$ cat src/rtl/ssd_pkg.sv
// Shared types, codes and constants of the serial settings memory.
`default_nettype none

package ssd_pkg;

    // Bus operation codes carried by each input item.
    typedef enum logic [1:0] {
        OP_IMM_WRITE  = 2'd0,
        OP_IMM_READ   = 2'd1,
        OP_XFER_WRITE = 2'd2,
        OP_XFER_READ  = 2'd3
    } t_op;

    // Result status codes.
    typedef enum logic [2:0] {
        ST_OK          = 3'd0,
        ST_BAD_SIZE    = 3'd1,
        ST_ADDR_OUT    = 3'd2,
        ST_UNKNOWN_CMD = 3'd3,
        ST_READ_UNSUP  = 3'd4,
        ST_NO_WRITE    = 3'd5,
        ST_OVERRUN     = 3'd6,
        ST_NO_READ     = 3'd7
    } t_status;

    // Command word layout: chip address in bits 30..6, write flag in bit 31.
    localparam int ADDR_W        = 25;
    localparam int ADDR_LSB      = 6;
    localparam int CMD_WRITE_BIT = 31;

    localparam logic [31:0]       CMD_READ   = 32'h2000_0100;
    localparam logic [ADDR_W-1:0] ROM_LIMIT  = 25'h080_0000;
    localparam logic [ADDR_W-1:0] STORE_BASE = CMD_READ[ADDR_LSB +: ADDR_W];

    localparam logic [6:0] IMM_BYTES   = 7'd4;
    localparam logic [6:0] MAX_RESULTS = 7'd64;

    // Two bytes of the store come out of reset as 0xFF.
    localparam int FF_BYTE_A = 58;
    localparam int FF_BYTE_B = 59;

    function automatic logic [7:0] reset_byte(input int unsigned idx);
        return ((idx == FF_BYTE_A) || (idx == FF_BYTE_B)) ? 8'hFF : 8'h00;
    endfunction

    // Commands from the controller to the datapath.
    typedef struct packed {
        logic accept;     // take the presented item this cycle
        logic pay_step;   // store the next payload byte
        logic read_emit;  // move the current read byte into the output register
    } t_dp_cmd;

    // Status from the datapath to the controller.
    typedef struct packed {
        logic out_free;      // output register can take a result this cycle
        logic acc_pay_more;  // accepted payload word needs further byte writes
        logic acc_read;      // accepted item starts a transfer read stream
        logic pay_last;      // current payload step is the final one
        logic rd_last;       // current read byte is the final one
    } t_dp_sts;

endpackage

`default_nettype wire

$ cat src/rtl/ssd_datapath.sv
// Datapath: command decode, settings store, pointers and the output register.
`default_nettype none

module ssd_datapath #(
    parameter int STORE_BYTES = 64
) (
    input  wire                  i_clk,
    input  wire                  i_rst_n,
    input  ssd_pkg::t_dp_cmd     i_cmd,
    output ssd_pkg::t_dp_sts     o_sts,
    input  wire  [1:0]           i_operation,
    input  wire  [31:0]          i_word,
    input  wire  [6:0]           i_length,
    input  wire  [5:0]           i_byte_index,
    input  wire  [7:0]           i_data_byte,
    input  wire                  i_stall,
    output logic                 o_valid,
    output logic [2:0]           o_status,
    output logic [7:0]           o_read_byte,
    output logic                 o_last
);

    localparam int PTR_W = $clog2(STORE_BYTES + 1);
    localparam int IDX_W = $clog2(STORE_BYTES);
    localparam logic [PTR_W-1:0] PTR_END = PTR_W'(STORE_BYTES - 1);

    // Architectural state.
    logic [PTR_W-1:0]        r_ptr;
    logic                    r_phase;
    logic                    r_cmd_rom;
    logic                    r_cmd_read;

    // Payload word being written out byte by byte.
    logic [31:0]             r_shift;
    logic [1:0]              r_left;

    // Transfer read stream.
    logic [6:0]              r_len;
    logic [6:0]              r_ri;
    logic [6:0]              ri_next;

    // Store, per-byte written flags and registered read data.
    logic [7:0]              r_mem [STORE_BYTES];
    logic [STORE_BYTES-1:0]  r_vld;
    logic [7:0]              r_rd_mem;
    logic [7:0]              r_rd_dflt;
    logic                    r_rd_vld;
    logic [7:0]              rd_byte;

    // Output register.
    logic                    r_out_valid;
    ssd_pkg::t_status        r_out_status;
    logic [7:0]              r_out_byte;
    logic                    r_out_last;

    // Decode of the presented item.
    logic [ssd_pkg::ADDR_W-1:0] cmd_addr;
    logic [ssd_pkg::ADDR_W-1:0] cmd_off;
    logic                    cmd_in_store;
    logic                    cmd_is_read;
    logic                    cmd_rom;
    logic                    cmd_wr_ok;
    logic                    pay_now;
    logic                    overrun;

    ssd_pkg::t_status        acc_status;
    logic                    acc_single;
    logic                    acc_pay;
    logic                    acc_read;
    logic                    acc_xwr;
    logic                    acc_cmd;

    logic                    load_single;
    logic                    read_start;
    logic                    read_next;
    logic                    out_free;

    logic                    we;
    logic [IDX_W-1:0]        wa;
    logic [7:0]              wd;
    logic                    re;
    logic [IDX_W-1:0]        ra;

    // Command word fields and range checks.
    assign cmd_addr     = i_word[ssd_pkg::ADDR_LSB +: ssd_pkg::ADDR_W];
    assign cmd_off      = cmd_addr - ssd_pkg::STORE_BASE;
    assign cmd_in_store = (cmd_addr >= ssd_pkg::STORE_BASE) && (32'(cmd_off) < STORE_BYTES);
    assign cmd_is_read  = (i_word == ssd_pkg::CMD_READ);
    assign cmd_rom      = (cmd_addr < ssd_pkg::ROM_LIMIT);
    assign cmd_wr_ok    = !cmd_is_read && i_word[ssd_pkg::CMD_WRITE_BIT] && cmd_in_store;
    assign pay_now      = r_phase && (32'(r_ptr) < STORE_BYTES);
    assign overrun      = (32'(r_ptr) + 32'(i_length)) > STORE_BYTES;

    // Classify the presented item and work out its single-result status.
    always_comb begin
        acc_status = ssd_pkg::ST_OK;
        acc_single = 1'b1;
        acc_pay    = 1'b0;
        acc_read   = 1'b0;
        acc_xwr    = 1'b0;
        acc_cmd    = 1'b0;
        unique case (ssd_pkg::t_op'(i_operation))
            ssd_pkg::OP_IMM_WRITE: begin
                if (i_length != ssd_pkg::IMM_BYTES) begin
                    acc_status = ssd_pkg::ST_BAD_SIZE;
                end else if (pay_now) begin
                    acc_pay = 1'b1;
                end else begin
                    acc_cmd = 1'b1;
                    if (!cmd_is_read && i_word[ssd_pkg::CMD_WRITE_BIT] && !cmd_in_store) begin
                        acc_status = ssd_pkg::ST_ADDR_OUT;
                    end else if (!cmd_is_read && !i_word[ssd_pkg::CMD_WRITE_BIT]
                                 && !cmd_rom) begin
                        acc_status = ssd_pkg::ST_UNKNOWN_CMD;
                    end
                end
            end
            ssd_pkg::OP_IMM_READ: begin
                acc_status = ssd_pkg::ST_READ_UNSUP;
            end
            ssd_pkg::OP_XFER_WRITE: begin
                if (!r_phase) begin
                    acc_status = ssd_pkg::ST_NO_WRITE;
                end else if (overrun) begin
                    acc_status = ssd_pkg::ST_OVERRUN;
                end else begin
                    acc_xwr = ({1'b0, i_byte_index} < i_length);
                end
            end
            ssd_pkg::OP_XFER_READ: begin
                if (!r_cmd_rom && !r_cmd_read) begin
                    acc_status = ssd_pkg::ST_NO_READ;
                end else if ((!r_cmd_rom && (32'(i_length) > STORE_BYTES))
                             || (i_length > ssd_pkg::MAX_RESULTS)) begin
                    acc_status = ssd_pkg::ST_BAD_SIZE;
                end else begin
                    acc_single = 1'b0;
                    acc_read   = (i_length != 7'd0);
                end
            end
        endcase
    end

    assign out_free    = !r_out_valid || !i_stall;
    assign load_single = i_cmd.accept && acc_single;
    assign read_start  = i_cmd.accept && acc_read;
    assign ri_next     = r_ri + 7'd1;
    assign read_next   = i_cmd.read_emit && (ri_next != r_len);

    // Status back to the controller.
    always_comb begin
        o_sts.out_free     = out_free;
        o_sts.acc_pay_more = acc_pay && (r_ptr != PTR_END);
        o_sts.acc_read     = acc_read;
        o_sts.pay_last     = (r_left == 2'd1) || (r_ptr == PTR_END);
        o_sts.rd_last      = (ri_next == r_len);
    end

    // Command, pointer and phase state.
    always_ff @(posedge i_clk) begin
        if (!i_rst_n) begin
            r_ptr      <= '0;
            r_phase    <= 1'b0;
            r_cmd_rom  <= 1'b1;
            r_cmd_read <= 1'b0;
        end else begin
            if (i_cmd.accept && acc_cmd) begin
                r_cmd_rom  <= cmd_rom;
                r_cmd_read <= cmd_is_read;
                r_phase    <= cmd_wr_ok;
                if (cmd_wr_ok) begin
                    r_ptr <= PTR_W'(cmd_off);
                end
            end
            if ((i_cmd.accept && acc_pay) || i_cmd.pay_step) begin
                r_ptr <= r_ptr + PTR_W'(1);
            end
        end
    end

    // Payload word and read stream counters.
    always_ff @(posedge i_clk) begin
        if (i_cmd.accept && acc_pay) begin
            r_shift <= {i_word[23:0], 8'h00};
            r_left  <= 2'd3;
        end else if (i_cmd.pay_step) begin
            r_shift <= {r_shift[23:0], 8'h00};
            r_left  <= r_left - 2'd1;
        end
        if (read_start) begin
            r_len <= i_length;
            r_ri  <= 7'd0;
        end else if (read_next) begin
            r_ri <= ri_next;
        end
    end

    // Store write port selection: one byte per cycle.
    always_comb begin
        we = i_cmd.pay_step;
        wa = IDX_W'(r_ptr);
        wd = r_shift[31:24];
        if (i_cmd.accept && acc_pay) begin
            we = 1'b1;
            wd = i_word[31:24];
        end
        if (i_cmd.accept && acc_xwr) begin
            we = 1'b1;
            wa = IDX_W'(32'(r_ptr) + 32'(i_byte_index));
            wd = i_data_byte;
        end
    end

    assign re = read_start || read_next;
    assign ra = read_start ? '0 : IDX_W'(ri_next);

    // Settings store with registered read.
    always_ff @(posedge i_clk) begin
        if (we) begin
            r_mem[wa] <= wd;
        end
        if (re) begin
            r_rd_mem  <= r_mem[ra];
            r_rd_vld  <= r_vld[ra];
            r_rd_dflt <= ssd_pkg::reset_byte(32'(ra));
        end
    end

    // Written flags: an unwritten byte reads as its reset value.
    always_ff @(posedge i_clk) begin
        if (!i_rst_n) begin
            r_vld <= '0;
        end else if (we) begin
            r_vld[wa] <= 1'b1;
        end
    end

    assign rd_byte = r_cmd_rom ? 8'h00 : (r_rd_vld ? r_rd_mem : r_rd_dflt);

    // Output register valid flag.
    always_ff @(posedge i_clk) begin
        if (!i_rst_n) begin
            r_out_valid <= 1'b0;
        end else if (load_single || i_cmd.read_emit) begin
            r_out_valid <= 1'b1;
        end else if (!i_stall) begin
            r_out_valid <= 1'b0;
        end
    end

    // Output register payload.
    always_ff @(posedge i_clk) begin
        if (load_single) begin
            r_out_status <= acc_status;
            r_out_byte   <= 8'h00;
            r_out_last   <= 1'b1;
        end else if (i_cmd.read_emit) begin
            r_out_status <= ssd_pkg::ST_OK;
            r_out_byte   <= rd_byte;
            r_out_last   <= (ri_next == r_len);
        end
    end

    assign o_valid     = r_out_valid;
    assign o_status    = r_out_status;
    assign o_read_byte = r_out_byte;
    assign o_last      = r_out_last;

endmodule

`default_nettype wire

$ cat src/rtl/ssd_ctrl.sv
// Controller: input handshake and sequencing of payload writes and read streams.
`default_nettype none

module ssd_ctrl (
    input  wire               i_clk,
    input  wire               i_rst_n,
    input  wire               i_valid,
    output logic              o_stall,
    input  ssd_pkg::t_dp_sts  i_sts,
    output ssd_pkg::t_dp_cmd  o_cmd
);

    typedef enum logic [1:0] {
        S_IDLE,
        S_PAYLOAD,
        S_READ
    } t_state;

    t_state r_state;
    logic   take;

    // An item is taken only when idle and the output register has room.
    assign take    = (r_state == S_IDLE) && i_sts.out_free;
    assign o_stall = !take;

    always_comb begin
        o_cmd.accept    = take && i_valid;
        o_cmd.pay_step  = (r_state == S_PAYLOAD);
        o_cmd.read_emit = (r_state == S_READ) && i_sts.out_free;
    end

    // State register.
    always_ff @(posedge i_clk) begin
        if (!i_rst_n) begin
            r_state <= S_IDLE;
        end else begin
            unique case (r_state)
                S_IDLE: begin
                    if (o_cmd.accept && i_sts.acc_pay_more) begin
                        r_state <= S_PAYLOAD;
                    end else if (o_cmd.accept && i_sts.acc_read) begin
                        r_state <= S_READ;
                    end
                end
                S_PAYLOAD: begin
                    if (i_sts.pay_last) begin
                        r_state <= S_IDLE;
                    end
                end
                S_READ: begin
                    if (i_sts.out_free && i_sts.rd_last) begin
                        r_state <= S_IDLE;
                    end
                end
            endcase
        end
    end

endmodule

`default_nettype wire

$ cat src/rtl/serial_settings_sram_device_unit.sv
// Top level of the serial settings memory: controller plus datapath.
`default_nettype none

// A settings store of STORE_BYTES bytes answering serial bus items. Immediate
// commands, immediate reads and transfer-write bytes each give one result; an
// item is taken whenever the block is idle and its output register is empty or
// being emptied. A payload word stores up to four bytes through the single store
// write port, one byte per cycle, so it occupies the block until its last byte
// is written. A transfer read of N bytes streams N results through a registered
// store read, one per cycle while the output is not stalled, and the next item
// is taken once the last byte has entered the output register. Store reset
// values come from per-byte written flags, so no clearing pass follows reset.
module serial_settings_sram_device_unit #(
    parameter int STORE_BYTES = 64
) (
    input  wire         i_clk,
    input  wire         i_rst_n,
    input  wire         i_valid,
    output logic        o_stall,
    input  wire  [1:0]  i_operation,
    input  wire  [31:0] i_word,
    input  wire  [6:0]  i_length,
    input  wire  [5:0]  i_byte_index,
    input  wire  [7:0]  i_data_byte,
    output logic        o_valid,
    input  wire         i_stall,
    output logic [2:0]  o_status,
    output logic [7:0]  o_read_byte,
    output logic        o_last
);

    ssd_pkg::t_dp_cmd cmd;
    ssd_pkg::t_dp_sts sts;

    // Sequencer.
    ssd_ctrl u_ctrl (
        .i_clk   (i_clk),
        .i_rst_n (i_rst_n),
        .i_valid (i_valid),
        .o_stall (o_stall),
        .i_sts   (sts),
        .o_cmd   (cmd)
    );

    // Store, decode and output stage.
    ssd_datapath #(
        .STORE_BYTES (STORE_BYTES)
    ) u_dp (
        .i_clk        (i_clk),
        .i_rst_n      (i_rst_n),
        .i_cmd        (cmd),
        .o_sts        (sts),
        .i_operation  (i_operation),
        .i_word       (i_word),
        .i_length     (i_length),
        .i_byte_index (i_byte_index),
        .i_data_byte  (i_data_byte),
        .i_stall      (i_stall),
        .o_valid      (o_valid),
        .o_status     (o_status),
        .o_read_byte  (o_read_byte),
        .o_last       (o_last)
    );

endmodule

`default_nettype wire

$ cat config.mk
export PLATFORM = sky130hd
export DESIGN_NAME = serial_settings_sram_device_unit
export DESIGN_NICKNAME = d
export VERILOG_FILES = /design/src/rtl/ssd_pkg.sv /design/src/rtl/ssd_datapath.sv /design/src/rtl/ssd_ctrl.sv /design/src/rtl/serial_settings_sram_device_unit.sv
export SDC_FILE = /design/constraint.sdc
export NUM_CORES = 1
export LEC_CHECK = 0
export ABC_AREA = 1
export BUFFER_PORTS_ARGS = -buffer_cell sky130_fd_sc_hd__buf_2
export CORE_MARGIN = 2
export CORE_UTILIZATION = 30
export CTS_BUF_LIST = sky130_fd_sc_hd__clkbuf_8 sky130_fd_sc_hd__clkbuf_16
export DETAILED_ROUTE_END_ITERATION = 12
export SYNTH_ARGS = -nofsm -noshare
export SYNTH_HDL_FRONTEND = slang
export SYNTH_HIERARCHICAL = 1
export SYNTH_SLANG_ARGS = --single-unit
$ cat constraint.sdc
create_clock -name i_clk -period 5.75 [get_ports i_clk]
set_clock_uncertainty 0.2 [all_clocks]
set_input_delay 0.2875 -clock i_clk [delete_from_list [all_inputs] [get_ports i_clk]]
set_output_delay 0.2875 -clock i_clk [all_outputs]
set_load 0.005 [all_outputs]
==> results of run 1 <==
kinds of logic (layout without fill, tap and decap cells):
group | count (synthesis) | count (layout) | share of synthesized area, %
AND/OR/NAND/NOR | 1343 | 1343 | 21.0
flip-flops | 651 | 651 | 63.2
buffers and inverters | 557 | 704 | 7.37
AO/OA/AOI/OAI | 311 | 311 | 6.51
adder cells (fa/ha/maj) | 27 | 27 | 1.20
XOR/XNOR | 23 | 23 | 0.684
multiplexers | 1 | 1 | 0.0340
final cells by class:
| class | count | area (um2) | share of cell area (%) |
|---|---|---|---|
| sequential | 651 | 18600 | 54.7 |
| multi-input combinational | 1705 | 8820 | 26.0 |
| clock buffer | 80 | 1910 | 5.63 |
| tap | 1276 | 1600 | 4.70 |
| inverter | 418 | 1580 | 4.64 |
| timing repair buffer | 159 | 1170 | 3.44 |
| clock inverter | 47 | 305 | 0.899 |
cell usage in the layout, fill, tap and decap left out, drive strengths merged, types with 3 or more instances in the layout:
cell         count
nand4           65
buf            122
o311ai          33
inv            438
nand3          277
nor2           340
dlygate4sd3     37
xnor2            6
clkinv          24
a21oi          102
clkbuf          80
a22oi            6
edfxtp         556
nand3b          66
nor4             6
o21ai          125
xor2            17
dfxtp           95
a32o             8
o211ai          31
nor3             6
ha              25
bufinv           3
nand2          580
layer usage:
layer / wire (um) / share of wire [%] / global-route usage [%]
met5: 0 / 0 / 0
met1: 35700 / 43 / 21.9
met3: 5560 / 6.7 / 2.13
met2: 39400 / 48 / 27.3
met4: 1940 / 2.3 / 5.10
worst reg2reg max path: stages, from the launching register on:
cell and delay [ps]:
dfxtp_1 450, ha_1 250, fa_1 420, or2_1 230, nor2_1 110, nand3_1 90, nor2_1 100, nand2_1 70
nand2_2 80, nand4_4 330, clkinv_1 410, nand2_1 150, nand2_1 100, nand2_2 110, nor2_1 620, nand2_1 180
inv_1 300
registers in the layout (all words and copies together) (netlist names), 2 cells and up:
signal,cells
u_ctrl/r_state,2
u_dp/o_read_byte,8
u_dp/o_status,3
u_dp/r_left,2
u_dp/r_len,7
u_dp/r_mem,512
u_dp/r_ptr,7
u_dp/r_rd_mem,8
u_dp/r_ri,7
u_dp/r_shift,24
u_dp/r_vld,64
power by group through the flow:
stage                     sequential [mW]  clock, mW  combinational, mW
final                                5.68       4.35               7.79
after global routing                 5.70       4.60               8.37
after CTS                            5.68       4.42               7.71
after detailed placement             5.78          0               7.65
after global placement               5.78          0               7.63
after floorplan                      5.79          0               4.57
repair_timing:
item | in CTS | in global routing
setup buffers | 0 | 0
hold buffers | 37 | 0
endpoints found under the hold margin | 45 | 0
through the flow:
| stage | hold slack (ps) | worst slack [ps] | cells | power, mW |
|---|---|---|---|---|
| global route | 70.0 | 928 | 4336 | 18.7 |
| CTS | 72.0 | 1220 | 4336 | 17.8 |
| finish | 74.2 | 1220 | 4336 | 17.8 |
| global placement | 234 | 1260 | 4172 | 13.4 |
| floorplan | 185 | 361 | 2913 | 10.4 |
| detailed placement | 245 | 1230 | 4172 | 13.4 |
final timing paths:
kind,from,to,slack [ps],cells after the start
worst max-delay path,u_dp/r_ptr[0],u_dp/r_mem[4][0],1220,16
worst min register to register,u_dp/r_vld[33],u_dp/r_vld[33],260,2
worst max register to register,u_dp/r_ptr[0],u_dp/r_mem[4][0],1220,16
worst min-delay path,i_word[31],u_dp/o_status[1],70,5
==> qor.json, run 1 <==
{
  "outcome": "complete, no violations",
  "grt_overflow": 0,
  "worstSetupEndpointType": "flop",
  "worst_hold_class": "in2reg",
  "netlist.top_cell.by_area": "edfxtp_1",
  "fmax_ghz": 0.221,
  "dieWidth_um": 317,
  "static_leakage_nw": 13.3,
  "path_common_cell": "nand2_1",
  "crit_arrival_ps": 4610,
  "mean_area_per_synthesized_cell_um2": 10.1,
  "clockPowerShare_pct": 24.4,
  "synth_area_um2": 29400,
  "synthDominantCellAreaShare_pct": 56.7,
  "cp.buffers_inverters": 2,
  "synth_flop_type": "edfxtp_1",
  "setup_violations": 0,
  "floorplan.die_area_um2": 101000,
  "finalCritPeriodShare_pct": 78.8,
  "cellInternalPower_mw": 10.1,
  "synth.area.top_cells": "edfxtp_1 (57%), nand2_1 (7.1%), dfxtp_1 (6.5%)",
  "post_synth_edffs": 556,
  "vdd_ir_drop_max_mv": 0.705,
  "comb_power_share_pct": 43.7,
  "clk_path_buf_depth": 3,
  "drt_pass1_iterations": 7,
  "swShare_pct": 43.2,
  "drc": 0,
  "number_of_diodes": 0,
  "postSynth.asyncResetShare_pct": 0,
  "total_switching_power_mw": 7.69,
  "post_cts.resized_instances": 0,
  "share_of_power_burned_in_registers_pct": 31.9,
  "drtIter0Drc": 1799,
  "yosys_register_bits": 651,
  "grt_antenna_before_repair": 0,
  "global_route_wire_length_before_repair_um": 124000,
  "tritoncts.num_buffers": 70,
  "htree_num_levels": 3,
  "number_of_distinct_library_cells_after_synthesis": 51,
  "placement.io_buffers": 72,
  "placeableCoreArea_um2": 97000,
  "power.density_cell_area_nw_per_um2": 525,
  "clkLatencyLatePin_ps": 610,
  "antenna_left": 0,
  "final_period_minus_worst_setup_slack_ps": 4530,
  "first_global_vias": 20100,
  "dpl-instance-area_um2": 31400,
  "critical_path.slowest_cell": "nor2_1",
  "timing.setup.tns_ps": 0,
  "finalInstanceArea_um2": 34000,
  "design.portCount": 73,
  "netlist_instances": 2913,
  "synth_sequential_area_ratio_pct": 63.2,
  "numClockSinks": 651,
  "synthTopCellsByCount": "edfxtp_1 (556), nand2_1 (556), inv_1 (403)",
  "path_max_fanout": 16,
  "drv.max_cap_violation_count": 0,
  "synth.net_count": 2999,
  "final-max-slew-violation-count": 0,
  "layout.filler_cells": 9650,
  "path_cells": "ha_1, fa_1, or2_1, nor2_1, nand3_1, nor2_1, nand2_1, nand2_2, nand4_4, clkinv_1, nand2_1, nand2_1, nand2_2, nor2_1, nand2_1, inv_1",
  "avgViaCountPerCell": 4.88,
  "worst_setup_hold_path_clk_slew_ps": 60,
  "tritoncts": "built",
  "initial_utilization_pct": 30.4,
  "crit_family": "simple AND/OR/NAND/NOR gates",
  "slew_headroom_pct": 33.0,
  "finish.utilization_pct": 35.0,
  "startpoint_type": "flop",
  "final_gp_congestion": 0.827,
  "routed-via-count": 21100,
  "die_height_um": 317,
  "clk_root_buffer_cell": "clkbuf_16",
  "overall_routed_net_length_um": 82600,
  "syn2layout_area_growth_pct": 15.4,
  "report.final.hold_viol_count": 0,
  "grt_start_max_net_pins": 78,
  "yosysWarnings": 6,
  "num_rows": 114,
  "worst-setup-path-type": "reg2reg",
  "avgRoutedWirePerCell_um": 19.1,
  "tightest_slew_ps": 1010,
  "layout.nets": 3091,
  "setup_repair_after_global_routing_missed_its_margin": "false",
  "hpwlAfterDp_um": 51800,
  "slowest_delay_ps": 620,
  "worstPathRequired_ps": 5830,
  "final_layout_size_suffix_gt1_share_pct": 11.2,
  "gr-usage-all-layers_pct": 16.3
}
Note: power is estimated with default switching activity, not from simulation.
==> inputs of run 2 (changes only) <==
Settings changed: ABC_AREA 1 to 0.
Clock period 5.75 ns to 4.1 ns, I/O delays scaled along.
==> run 2 against run 1 <==
  * Design area increased by 3.6%
  * Largest cell class unchanged
  * First-iteration DRC count increased by 51%
  * Combinational power decreased by 17%
  * Critical endpoint is now u_dp/r_rd_mem[1]
  * Maximum frequency increased by 15%
==> qor.json, run 2 <==
{
  "number_of_diodes": {"value": 0, "change": "unchanged"},
  "report.final.hold_viol_count": {"value": 0, "change": "unchanged"},
  "drtIter0Drc": {"value": 2719, "change": "was 1,799"},
  "layout.nets": {"value": 2469, "change": "was 3,091"},
  "post_synth_edffs": {"value": 556, "change": "unchanged"},
  "slowest_delay": {"value": 720, "unit": "ps", "change": "was 620 ps"},
  "startpoint_type": {"value": "flop", "change": "unchanged"},
  "setup_repair_after_global_routing_missed_its_margin": {"value": "false", "change": "unchanged"},
  "dieWidth": {"value": 316, "unit": "um", "change": "was 317 um"},
  "timing.critical_path.from": {"value": "u_ctrl/r_state[0]", "change": "was u_dp/r_ptr[0]"},
  "final_cell_mix": {"value": "edfxtp_1 (556), nand2_1 (221), buf_4 (169), mux2i_1 (150), a21oi_1 (109)", "change": "was edfxtp_1 (556), nand2_1 (555), inv_1 (422), nor2_1 (293), nand3_1 (267)"},
  "drt_pass1_iterations": {"value": 9, "change": "was 7"},
  "hpwlAfterDp": {"value": 62600, "unit": "um", "change": "was 51,800 um"},
  "timing.hold.worst_path_depth": {"value": 3, "change": "was 5"},
  "synth.net_count": {"value": 2241, "change": "was 2,999"},
  "synth.area.top_cells": {"value": "edfxtp_1 (57%), dfxtp_1 (6.5%), mux2i_1 (5.2%)", "change": "was edfxtp_1 (57%), nand2_1 (7.1%), dfxtp_1 (6.5%)"},
  "global_route_wire_length_before_repair": {"value": 139000, "unit": "um", "change": "was 124,000 um"},
  "netlist.top_cell.by_area": {"value": "edfxtp_1", "change": "unchanged"},
  "numClockSinks": {"value": 651, "change": "unchanged"},
  "path_max_fanout": {"value": 11, "change": "was 16"},
  "outcome": {"value": "complete, no violations", "change": "unchanged"},
  "synth_flop_type": {"value": "edfxtp_1", "change": "unchanged"},
  "netlist_instances": {"value": 2155, "change": "was 2,913"},
  "finalInstanceArea": {"value": 35200, "unit": "um2", "change": "was 34,000 um2"},
  "synthTopCellsByCount": {"value": "edfxtp_1 (556), nand2_1 (221), mux2i_1 (150)", "change": "was edfxtp_1 (556), nand2_1 (556), inv_1 (403)"},
  "r2r_cells": {"value": 13, "change": "was 16"},
  "overall_routed_net_length": {"value": 96200, "unit": "um", "change": "was 82,600 um"},
  "htree_num_levels": {"value": 3, "change": "unchanged"},
  "routed-via-count": {"value": 20800, "change": "was 21.1k"},
  "final_gp_congestion": {"value": 0.990, "change": "was 0.827"},
  "crit_arrival": {"value": 4200, "unit": "ps", "change": "was 4610 ps"},
  "avgRoutedWirePerCell": {"value": 25.9, "unit": "um", "change": "was 19.1 um"},
  "clkLatencyLatePin": {"value": 610, "unit": "ps", "change": "about the same"},
  "largest_register_ffs": {"value": 512, "change": "unchanged"},
  "slew_headroom": {"value": 27.1, "unit": "%", "change": "was 33.0%"},
  "biggestRegsByFlops": {"value": "u_dp/r_mem: 512 flops, u_dp/r_vld: 64 flops, u_dp/r_shift: 24 flops", "change": "unchanged"},
  "dpl-instance-area": {"value": 32300, "unit": "um2", "change": "was 31,400 um2"},
  "worst_setup_hold_path_clk_slew": {"value": 60, "unit": "ps", "change": "about the same"},
  "placement.io_buffers": {"value": 72, "change": "unchanged"},
  "drv.max_cap_violation_count": {"value": 0, "change": "unchanged"},
  "final_period_minus_worst_setup_slack": {"value": 3950, "unit": "ps", "change": "was 4530 ps"},
  "clk_path_buf_depth": {"value": 3, "change": "unchanged"},
  "avgViaCountPerCell": {"value": 5.61, "change": "was 4.88"},
  "grt_overflow": {"value": 0, "change": "unchanged"},
  "synthDominantCellAreaShare": {"value": 57.3, "unit": "%", "change": "was 56.7%"},
  "synth_area": {"value": 29100, "unit": "um2", "change": "was 29,400 um2"},
  "drc": {"value": 0, "change": "unchanged"},
  "floorplan.die_area": {"value": 99600, "unit": "um2", "change": "was 101,000 um2"},
  "initial_utilization": {"value": 30.2, "unit": "%", "change": "was 30.4%"},
  "die_height": {"value": 316, "unit": "um", "change": "was 317 um"},
  "number_of_distinct_library_cells_after_synthesis": {"value": 94, "change": "was 51"},
  "first_global_vias": {"value": 20400, "change": "was 20.1k"},
  "static_leakage": {"value": 10.0, "unit": "nW", "change": "was 13.3 nW"},
  "worst-setup-path-type": {"value": "reg2reg", "change": "unchanged"},
  "power.density_cell_area": {"value": 577, "unit": "nW/um2", "change": "was 525 nW/um2"},
  "worst_hold_class": {"value": "in2reg", "change": "unchanged"},
  "registers.top_by_ff_count": {"value": "u_dp/r_mem", "change": "unchanged"},
  "tightest_slew": {"value": 1080, "unit": "ps", "change": "was 1010 ps"},
  "postSynth.asyncResetShare": {"value": 0, "unit": "%", "change": "unchanged"},
  "final-max-slew-violation-count": {"value": 0, "change": "unchanged"},
  "critical_path.slowest_cell": {"value": "a2111oi_1", "change": "was nor2_1"},
  "gr-usage-all-layers": {"value": 18.9, "unit": "%", "change": "was 16.3%"},
  "worstPathRequired": {"value": 4350, "unit": "ps", "change": "was 5830 ps"},
  "grt_antenna_before_repair": {"value": 0, "change": "unchanged"},
  "final_layout_size_suffix_gt1_share": {"value": 21.2, "unit": "%", "change": "was 11.2%"},
  "syn2layout_area_growth": {"value": 20.8, "unit": "%", "change": "was 15.4%"},
  "vdd_ir_drop_max": {"value": 0.738, "unit": "mV", "change": "was 0.705 mV"},
  "clk_root_buffer_cell": {"value": "clkbuf_16", "change": "unchanged"},
  "yosys_register_bits": {"value": 651, "change": "unchanged"},
  "post-synth-top-count-cell": "edfxtp_1",
  "worstSetupEndpointType": {"value": "flop", "change": "unchanged"},
  "mean_area_per_synthesized_cell": {"value": 13.5, "unit": "um2", "change": "was 10.1 um2"},
  "yosysWarnings": {"value": 6, "change": "unchanged"},
  "tritoncts": {"value": "built", "change": "unchanged"},
  "most_frequent_standard_cell_in_the_layout_excluding_fill_and_tap_cells": {"value": "edfxtp_1", "change": "unchanged"},
  "num_rows": {"value": 114, "change": "unchanged"},
  "grt_start_max_net_pins": {"value": 97, "change": "was 78"},
  "hp-start": {"value": "i_data_byte[6]", "change": "was i_word[31]"},
  "tritoncts.num_buffers": {"value": 70, "change": "unchanged"},
  "finalCritPeriodShare": {"value": 96.4, "unit": "%", "change": "was 78.8%"},
  "timing.setup.tns": {"value": 0, "unit": "ps", "change": "unchanged"},
  "placeableCoreArea": {"value": 96400, "unit": "um2", "change": "was 97,000 um2"},
  "synth_sequential_area_ratio": {"value": 63.9, "unit": "%", "change": "was 63.2%"},
  "antenna_left": {"value": 0, "change": "unchanged"},
  "r2r-start": {"value": "u_ctrl/r_state[0]", "change": "was u_dp/r_ptr[0]"},
  "design.portCount": {"value": 73, "change": "unchanged"},
  "path_cells": {"value": "inv_1, ha_1, and3_2, inv_1, a2111oi_4, buf_4, buf_4, a211oi_2, buf_4, o21ai_0, a2111oi_1, o32ai_1, o221ai_1", "change": "was ha_1, fa_1, or2_1, nor2_1, nand3_1, nor2_1, nand2_1, nand2_2, nand4_4, clkinv_1, nand2_1, nand2_1, nand2_2, nor2_1, nand2_1, inv_1"},
  "path_common_cell": {"value": "buf_4", "change": "was nand2_1"},
  "setup_violations": {"value": 0, "change": "unchanged"},
  "fmax": {"value": 0.253, "unit": "GHz", "change": "was 0.221 GHz"}
}
[run 2: through the flow]
stage | utilization, % | instances | hold slack (ps) | worst slack [ps] | total power [mW]
6_report | 36.5 | 3712 | 9.16 | 149 | 20.3
5_1_grt | 36.5 | 3712 | 58.2 | 36.2 | 20.9
4_1_cts | 36.4 | 3705 | 6.71 | 127 | 20.2
3_5_place_dp | 33.5 | 3537 | 243 | 138 | 13.6
3_3_place_gp | 33.5 | 3537 | 236 | 215 | 13.6
2_1_floorplan | - | 2155 | 104 | -640 | 11.2
[run 2: what timing repair did]
action	4_1_cts	5_1_grt
setup endpoints to repair	0	6
hold buffers	43	0
resized for setup	0	4
hold endpoints to repair	76	0
buffers inserted	0	7
[run 2: power breakdown]
group	internal, mW	total [mW]	switching (mW)
logic	2.31	6.48	4.17
clock network	3.91	6.54	2.63
registers	7.21	7.29	0.0859
total	13.4	20.3	6.88
[run 2: cell type report]
cell class,count,area [um2]
Fill cell,9227,61200
Sequential cell,651,18600
Multi-Input combinational cell,1322,9950
Timing Repair Buffer,308,2550
Clock buffer,78,1870
Tap cell,1276,1600
Clock inverter,47,495
Inverter,30,113
[run 2: path summary, 6_finish.rpt]
kind / end / slack [ps]
setup reg to reg: u_dp/r_rd_mem[1] / 150
hold / removal: u_dp/r_mem[44][6] / 9
setup / recovery: u_dp/r_rd_mem[1] / 150
hold reg to reg: u_dp/o_read_byte[0] / 250
[run 2: layer usage]
layer / GRT usage (%) / part of all wire (%) / vias up / wire length [um]
met4: 9.06 / 5.0 / 0 / 4780
met1: 25.1 / 40 / 10500 / 38400
met2: 29.8 / 46 / 1243 / 43900
met3: 3.67 / 9.5 / 228 / 9190
li1: - / - / 8878 / -
met5: 0 / 0 / - / 0
[run 2: worst max-delay path, delay by kind of cell (launching register included)]
family / cells / cell delay (ps)
simple gates: 1 / 280
compound gates: 6 / 1790
flops: 1 / 350
buf+inv: 5 / 900
fa+ha+maj: 1 / 250
[run 2: logic make-up (layout without fill, tap and decap cells)]
group,count (synthesis),after routing,synth area share (%)
XOR/XNOR,27,27,0.859
flip-flops,651,651,63.9
multiplexers,235,235,9.91
AO/OA/AOI/OAI,490,490,12.1
buffers and inverters,182,463,2.68
adder cells (fa/ha/maj),27,27,1.21
AND/OR/NAND/NOR,543,543,9.31
